===== config.mk =====
export PLATFORM = sky130hd
export DESIGN_NAME = protobuf_scalar_json_formatter_core
export DESIGN_NICKNAME = d
export VERILOG_FILES = /design/src/design/pbjson_pkg.sv /design/src/design/pbjson_bcd_unit.sv /design/src/design/pbjson_char_gen.sv /design/src/design/protobuf_scalar_json_formatter_core.sv
export SDC_FILE = /design/constraint.sdc
export NUM_CORES = 1
export LEC_CHECK = 0
export BUFFER_PORTS_ARGS = -buffer_cell sky130_fd_sc_hd__buf_2
export CORE_MARGIN = 8
export CORE_UTILIZATION = 40
export CTS_CLUSTER_SIZE = 40
export DETAILED_ROUTE_END_ITERATION = 7
export GPL_TIMING_DRIVEN = 0
export PLACE_DENSITY = 0.69
export REMOVE_ABC_BUFFERS = 1
export SLEW_MARGIN = 40
export SYNTH_ARGS = -nofsm -noshare
export SYNTH_HDL_FRONTEND = slang
export SYNTH_HIERARCHICAL = 1
export SYNTH_SLANG_ARGS = --single-unit

===== constraint.sdc =====
create_clock -name clk -period 4.1 [get_ports clk]
set_clock_uncertainty 0.05 [all_clocks]
set_input_delay 0 -clock clk [delete_from_list [all_inputs] [get_ports clk]]
set_output_delay 0 -clock clk [all_outputs]
set_load 0.1 [all_outputs]

===== src/design/pbjson_pkg.sv =====
`default_nettype none
package pbjson_pkg;

  // field widths
  localparam int KIND_W   = 4;
  localparam int VALUE_W  = 64;
  localparam int CHAR_W   = 8;
  localparam int S_DATA_W = 72;
  localparam int M_DATA_W = 8;

  // decimal converter sizing: 2^64 needs twenty digits
  localparam int NUM_DIGITS = 20;
  localparam int DIGIT_W    = 4;
  localparam int BCD_W      = NUM_DIGITS * DIGIT_W;
  localparam int STEP_BITS  = 2;
  localparam int NUM_STEPS  = VALUE_W / STEP_BITS;
  localparam int STEP_CNT_W = $clog2(NUM_STEPS);
  localparam int POS_W      = 5;

  localparam logic [STEP_CNT_W-1:0] LAST_STEP = STEP_CNT_W'(NUM_STEPS - 1);

  // ascii characters
  localparam logic [CHAR_W-1:0] CH_QUOTE = 8'h22;
  localparam logic [CHAR_W-1:0] CH_MINUS = 8'h2D;
  localparam logic [CHAR_W-1:0] CH_ZERO  = 8'h30;

  typedef enum logic [KIND_W-1:0] {
    KIND_INT32   = 4'd0,
    KIND_UINT32  = 4'd1,
    KIND_SINT32  = 4'd2,
    KIND_INT64   = 4'd3,
    KIND_UINT64  = 4'd4,
    KIND_SINT64  = 4'd5,
    KIND_BOOL    = 4'd6,
    KIND_FIXED32 = 4'd7,
    KIND_FIXED64 = 4'd8
  } kind_t;

  typedef enum logic [1:0] {
    ST_IDLE,
    ST_CONV,
    ST_SCAN,
    ST_EMIT
  } state_t;

  typedef logic [NUM_DIGITS-1:0][DIGIT_W-1:0] digits_t;

  // how the current scalar is to be printed
  typedef struct packed {
    logic             is_bool;
    logic             bool_val;
    logic             quoted;
    logic             neg;
    logic [POS_W-1:0] ndig;
  } fmt_t;

  // converter status towards the sequencer
  typedef struct packed {
    logic busy;
    logic done;
  } conv_stat_t;

  // characters of the literals true and false
  function automatic logic [CHAR_W-1:0] bool_char(input logic val, input logic [2:0] idx);
    logic [CHAR_W-1:0] c;
    c = 8'h00;
    if (val) begin
      unique case (idx)
        3'd0: c = "t";
        3'd1: c = "r";
        3'd2: c = "u";
        3'd3: c = "e";
        default: c = 8'h00;
      endcase
    end else begin
      unique case (idx)
        3'd0: c = "f";
        3'd1: c = "a";
        3'd2: c = "l";
        3'd3: c = "s";
        3'd4: c = "e";
        default: c = 8'h00;
      endcase
    end
    return c;
  endfunction

endpackage
`default_nettype wire


===== src/design/pbjson_bcd_unit.sv =====
`default_nettype none
module pbjson_bcd_unit (
  input  wire logic                      clk,
  input  wire logic                      rst,
  input  wire logic                      start,
  input  wire logic [pbjson_pkg::VALUE_W-1:0] mag,
  output pbjson_pkg::digits_t            digits,
  output pbjson_pkg::conv_stat_t         stat
);
  import pbjson_pkg::*;

  logic [BCD_W-1:0]      bcd;
  logic [BCD_W-1:0]      bcd_next;
  logic [VALUE_W-1:0]    bin;
  logic [VALUE_W-1:0]    bin_next;
  logic [STEP_CNT_W-1:0] cnt;
  logic                  busy;

  // shift-and-add-three, two bits per step
  always_comb begin
    bcd_next = bcd;
    bin_next = bin;
    for (int st = 0; st < STEP_BITS; st++) begin
      for (int d = 0; d < NUM_DIGITS; d++) begin
        if (bcd_next[DIGIT_W*d +: DIGIT_W] > 4'd4) begin
          bcd_next[DIGIT_W*d +: DIGIT_W] = bcd_next[DIGIT_W*d +: DIGIT_W] + 4'd3;
        end
      end
      bcd_next = {bcd_next[BCD_W-2:0], bin_next[VALUE_W-1]};
      bin_next = {bin_next[VALUE_W-2:0], 1'b0};
    end
  end

  // step sequencing
  always_ff @(posedge clk) begin
    if (rst) begin
      busy <= 1'b0;
      cnt  <= '0;
    end else if (start) begin
      busy <= 1'b1;
      cnt  <= '0;
    end else if (busy) begin
      cnt <= cnt + 1'b1;
      if (cnt == LAST_STEP) begin
        busy <= 1'b0;
      end
    end
  end

  // datapath
  always_ff @(posedge clk) begin
    if (start) begin
      bin <= mag;
      bcd <= '0;
    end else if (busy) begin
      bin <= bin_next;
      bcd <= bcd_next;
    end
  end

  assign digits    = digits_t'(bcd);
  assign stat.busy = busy;
  assign stat.done = busy && (cnt == LAST_STEP);

endmodule
`default_nettype wire


===== src/design/pbjson_char_gen.sv =====
`default_nettype none
module pbjson_char_gen (
  input  wire pbjson_pkg::fmt_t           fmt,
  input  wire logic [pbjson_pkg::POS_W-1:0] pos,
  input  wire pbjson_pkg::digits_t        digits,
  output logic [pbjson_pkg::CHAR_W-1:0]   ch,
  output logic                            last
);
  import pbjson_pkg::*;

  logic [POS_W-1:0]   len;
  logic [POS_W-1:0]   off;
  logic [POS_W-1:0]   didx;
  logic [DIGIT_W-1:0] dig;

  // text length: quotes, sign and digits, or the bool literal
  always_comb begin
    if (fmt.is_bool) begin
      len = fmt.bool_val ? 5'd4 : 5'd5;
    end else begin
      len = fmt.ndig + {4'd0, fmt.quoted} + {4'd0, fmt.quoted} + {4'd0, fmt.neg};
    end
  end

  // digit under the cursor, most significant first
  assign off  = pos - {4'd0, fmt.quoted} - {4'd0, fmt.neg};
  assign didx = fmt.ndig - 5'd1 - off;
  assign dig  = digits[didx];

  // character select
  always_comb begin
    if (fmt.is_bool) begin
      ch = bool_char(fmt.bool_val, pos[2:0]);
    end else if (fmt.quoted && (pos == '0 || pos == len - 5'd1)) begin
      ch = CH_QUOTE;
    end else if (fmt.neg && (pos == {4'd0, fmt.quoted})) begin
      ch = CH_MINUS;
    end else begin
      ch = CH_ZERO | {4'd0, dig};
    end
  end

  assign last = (pos == len - 5'd1);

endmodule
`default_nettype wire


===== src/design/protobuf_scalar_json_formatter_core.sv =====
`default_nettype none
// channel  | direction | tdata fields (low bit up)        | tuser | tlast
// s_axis   | in        | kind[3:0], raw_value[67:4], pad  | -     | -
// m_axis   | out       | text_char[7:0]                   | -     | last_char
//
// one scalar at a time: s_tready is high only while idle
// decimal kinds pass through accept, 32 conversion steps (two bits per
// step through the shared add-three/shift unit) and a digit scan, then emit
// one character per cycle while m_tready is high; bool skips conversion and scan
// unused kind codes are taken and dropped without output
// rst is synchronous; output stalls hold the character until m_tready
module protobuf_scalar_json_formatter_core (
  input  wire logic                          clk,
  input  wire logic                          rst,
  input  wire logic                          s_tvalid,
  output logic                               s_tready,
  input  wire logic [pbjson_pkg::S_DATA_W-1:0] s_tdata,  // kind[3:0], raw_value[67:4]
  output logic                               m_tvalid,
  input  wire logic                          m_tready,
  output logic [pbjson_pkg::M_DATA_W-1:0]    m_tdata,   // text_char[7:0]
  output logic                               m_tlast
);
  import pbjson_pkg::*;

  state_t             state;
  state_t             state_next;
  fmt_t               fmt;
  fmt_t               fmt_next;
  logic [POS_W-1:0]   pos;
  logic [POS_W-1:0]   pos_next;

  kind_t              kind;
  logic [VALUE_W-1:0] raw;
  logic [31:0]        val32;
  logic [31:0]        mag32;
  logic [VALUE_W-1:0] val64;
  logic [VALUE_W-1:0] mag64;
  logic               neg32;
  logic               neg64;
  logic               is32;
  logic               is_signed32;
  logic               is_signed64;
  logic               known;
  logic [VALUE_W-1:0] mag;
  logic               in_xfer;
  logic               out_xfer;
  logic               conv_start;
  logic [POS_W-1:0]   ndig_scan;
  logic [CHAR_W-1:0]  ch;
  logic               last;
  digits_t            digits;
  conv_stat_t         cstat;

  assign kind     = kind_t'(s_tdata[KIND_W-1:0]);
  assign raw      = s_tdata[KIND_W +: VALUE_W];
  assign in_xfer  = s_tvalid && s_tready;
  assign out_xfer = m_tvalid && m_tready;

  // kind decode
  always_comb begin
    is32        = 1'b0;
    is_signed32 = 1'b0;
    is_signed64 = 1'b0;
    known       = 1'b1;
    unique case (kind)
      KIND_INT32:   begin is32 = 1'b1; is_signed32 = 1'b1; end
      KIND_UINT32:  is32 = 1'b1;
      KIND_SINT32:  begin is32 = 1'b1; is_signed32 = 1'b1; end
      KIND_INT64:   is_signed64 = 1'b1;
      KIND_UINT64:  ;
      KIND_SINT64:  is_signed64 = 1'b1;
      KIND_BOOL:    ;
      KIND_FIXED32: is32 = 1'b1;
      KIND_FIXED64: ;
      default:      known = 1'b0;
    endcase
  end

  // zigzag decode and magnitude
  always_comb begin
    val32 = (kind == KIND_SINT32) ? ({1'b0, raw[31:1]} ^ {32{raw[0]}}) : raw[31:0];
    neg32 = is_signed32 && val32[31];
    mag32 = neg32 ? (32'd0 - val32) : val32;
    val64 = (kind == KIND_SINT64) ? ({1'b0, raw[VALUE_W-1:1]} ^ {VALUE_W{raw[0]}}) : raw;
    neg64 = is_signed64 && val64[VALUE_W-1];
    mag64 = neg64 ? (64'd0 - val64) : val64;
    mag   = is32 ? {32'd0, mag32} : mag64;
  end

  // top nonzero digit gives the digit count
  always_comb begin
    ndig_scan = 5'd1;
    for (int d = 0; d < NUM_DIGITS; d++) begin
      if (digits[d] != '0) ndig_scan = POS_W'(d + 1);
    end
  end

  pbjson_bcd_unit u_bcd (
    .clk    (clk),
    .rst    (rst),
    .start  (conv_start),
    .mag    (mag),
    .digits (digits),
    .stat   (cstat)
  );

  pbjson_char_gen u_chr (
    .fmt    (fmt),
    .pos    (pos),
    .digits (digits),
    .ch     (ch),
    .last   (last)
  );

  // next state
  always_comb begin
    state_next = state;
    unique case (state)
      ST_IDLE: begin
        if (in_xfer && known) begin
          state_next = (kind == KIND_BOOL) ? ST_EMIT : ST_CONV;
        end
      end
      ST_CONV: if (cstat.done) state_next = ST_SCAN;
      ST_SCAN: state_next = ST_EMIT;
      ST_EMIT: if (out_xfer && last) state_next = ST_IDLE;
      default: state_next = ST_IDLE;
    endcase
  end

  // outputs and datapath control
  always_comb begin
    s_tready   = (state == ST_IDLE);
    m_tvalid   = (state == ST_EMIT);
    conv_start = 1'b0;
    fmt_next   = fmt;
    pos_next   = pos;
    unique case (state)
      ST_IDLE: begin
        pos_next = '0;
        if (in_xfer) begin
          conv_start        = known && (kind != KIND_BOOL);
          fmt_next.is_bool  = (kind == KIND_BOOL);
          fmt_next.bool_val = (raw != '0);
          fmt_next.quoted   = !is32;
          fmt_next.neg      = is32 ? neg32 : neg64;
          fmt_next.ndig     = 5'd1;
        end
      end
      ST_CONV: ;
      ST_SCAN: fmt_next.ndig = ndig_scan;
      ST_EMIT: if (out_xfer) pos_next = pos + 5'd1;
      default: ;
    endcase
  end

  // registers
  always_ff @(posedge clk) begin
    if (rst) begin
      state <= ST_IDLE;
      pos   <= '0;
    end else begin
      state <= state_next;
      pos   <= pos_next;
    end
  end

  always_ff @(posedge clk) begin
    fmt <= fmt_next;
  end

  assign m_tdata = ch;
  assign m_tlast = last;

  // one scalar at a time
  a_no_overlap: assert property (@(posedge clk) disable iff (rst)
    !(s_tready && m_tvalid))
    else $error("input taken while output active");

  // final character returns the block to idle
  a_last_idle: assert property (@(posedge clk) disable iff (rst)
    (m_tvalid && m_tready && m_tlast) |=> s_tready)
    else $error("not idle after final character");

  // converter only runs during conversion
  a_conv_busy: assert property (@(posedge clk) disable iff (rst)
    cstat.busy |-> (state == ST_CONV))
    else $error("converter busy outside conversion");

endmodule
`default_nettype wire


==> metrics <==
Final Max Slew Viols=0; Iter 0 DRT Violations=around 1600; Setup Crit Path Kind=input pin to flop; Worst Tran Pin Value=approximately 0.75 ns; achievable frequency=252.5 MHz; Clock Latency Late Sink=roughly 0.46 ns; period utilization=between 90% and 100%; Pwr Density=about 660 nW/µm²; Max IR drop VDD=approximately 860 µV; Post-route DRC=0; drt pass-1 iters=5; htree depth=4; antenna-violating nets left=0; fillers=4331; final std cells w/o fill=roughly 2800; initial antenna violation count=1; Fin. Hold Viols=0; routed length per instance=roughly 19 µm; GRT overflow=0; overall global routing resource usage=19.33%; post-route setup slack=~0.14 ns; final setup violation count=0; global-route wire length before repair=~86 mm; Root Buffer=clkbuf_16; CTS tree=yes; hpwl dp=37.00 mm; Yosys warning count=6; CP Launch Type=input pin; via/cell ratio=6.313; pre-CTS setup slack=-1.328 ns; status=completed; fin nets=between 2000 and 2500; fin util=44.67%; full die area=52130 µm²; cell area after synthesis=about 18000 µm²; layout cell share with drive strength beyond 1=about 14%; Synth Area per Inst=8.017 µm²; pin count of the biggest net entering global routing=a little under 70; site row count=between 70 and 80; max_cap viols=0; Final Critical Period=3.960 ns; CP Data Required Time=4.27 ns; area of the core=44320 µm²; Die Y=228.3 µm; Hold WC Path Type=input pin to flop; post-place instance area=approximately 19000 µm²; gp weighted congestion=0.9440; number of global-route vias before repair=16600; Design Power=between 10000 and 15000 µW; RSZ-0062 raised after global routing=yes; crit-path max FO=30; wirelength, routed=between 50 and 60 mm; cts bufs inserted=17; clk buf depth=2; finished layout cell area=slightly below 20000 µm²; I/O pin count=87; clk sink count=around 170; detailed-route via count=17800; critical path endpoint category=flop; Worst-path clk slew=around 0.08 ns; Syn Inst Count=approximately 2200; Slew HR=between 40% and 50%; dpl cells=between 2000 and 3000; I/O Buffers=81; leakage power total=roughly 0.007 µW; starting density of the core=approximately 41%; CP arrival=between 4 and 5 ns; area growth from synthesis to layout=9.791%; die width=about 230 µm
registers in the layout (all words and copies together) (netlist names):
signal	count
u_bcd/bin	64
state	2
u_bcd/busy	1
u_bcd/cnt	5
fmt	9
pos	5
u_bcd/digits	80
per-layer routing:
metal	routed length, µm	track usage (%)	vias up
met5	0	0	-
met4	1716	7.339	0
li1	-	-	8371
met1	23070	24.75	8558
met3	3956	3.673	138
met2	24830	31.91	729
worst max-delay path, stage by stage:
cell      delay, ns
buf_2          0.23
and4bb_4       0.45
buf_12         0.18
buf_12         0.20
nor2_1         0.06
a21oi_1        0.19
ha_2           0.25
or4b_1         0.45
a21oi_2        0.20
o22ai_2        0.18
nor4_4         0.42
buf_4          0.23
nand2_4        0.16
o31ai_2        0.28
mux2_1         0.33
mux2_2         0.26
worst paths after layout:
kind                   end  cells past startpoint        from  slack, ns
max reg2reg       state[1]                     12      fmt[5]       0.28
max          u_bcd/bin[36]                     16  s_tdata[3]       0.14
min reg2reg       state[0]                      2    state[0]       0.45
min                 fmt[5]                      2    s_tvalid       0.07
layout make-up:
class	instances	area, µm²	area share [%]
Clock inverter	11	88.84	0.4487
Tap cell	592	740.7	3.742
Antenna cell	1	2.502	0.01264
Multi-Input combinational cell	1837	13170	66.53
Sequential cell	166	4060	20.51
Inverter	74	279.0	1.409
Clock buffer	21	461.7	2.332
Timing Repair Buffer	117	992.2	5.012
through the flow:
| step | hold WS, ns | setup TNS [ns] |
|---|---|---|
| after floorplan | 0.01907 | -328.97 |
| after global placement | 0.2797 | -760.61 |
| after detailed placement | 0.2881 | -27.01 |
| after CTS | 0.04634 | 0 |
| after global routing | 0.05144 | -0.08962 |
| final | 0.06560 | 0 |
cell usage in the layout, fill, tap and decap left out, types with 10 or more instances in the layout:
cell type  count
buf_4         15
o211ai_1      17
a21oi_1      139
buf_12        10
and3_1        13
o21ai_1       23
xor2_1        73
a211oi_1      73
mux2_2        77
nand3_1       49
or4_1         16
nand2_1      136
nor2_1       200
o21a_1        21
clkbuf_16     19
inv_1         70
mux4_2        25
xnor2_1       89
mux2_1        15
o21ai_0       92
a31oi_1       25
a2111oi_0     13
o21bai_1      17
nand2b_1      16
a21o_1        16
dfxtp_1       90
nand3b_1      11
nand4_1       25
edfxtp_1      73
or2_1         14
o31ai_1       33
buf_2         77
ha_1          53
nor3_1       111
nor2b_1       38
nor4_1        42
a311oi_1      20
or3_1         49
nor3b_1       20
mux2i_1       90
repair_timing:
action,CTS,global route
endpoints found under the hold margin,13,0
hold buffers,2,0
setup buffers,3,2
resized for setup,14,14
setup endpoints to repair,26,14
gates cloned,4,1
pin swaps,3,1
report_power, final:
part	internal [µW]	leakage, µW	switching [µW]	total [µW]
Combinational	3510	0.00525	4610	8120
Sequential	2450	0.00147	844	3290
Clock	824	0.000270	759	1580
Total	6780	0.00699	6220	13000
Power figures use the tool's default switching activity.
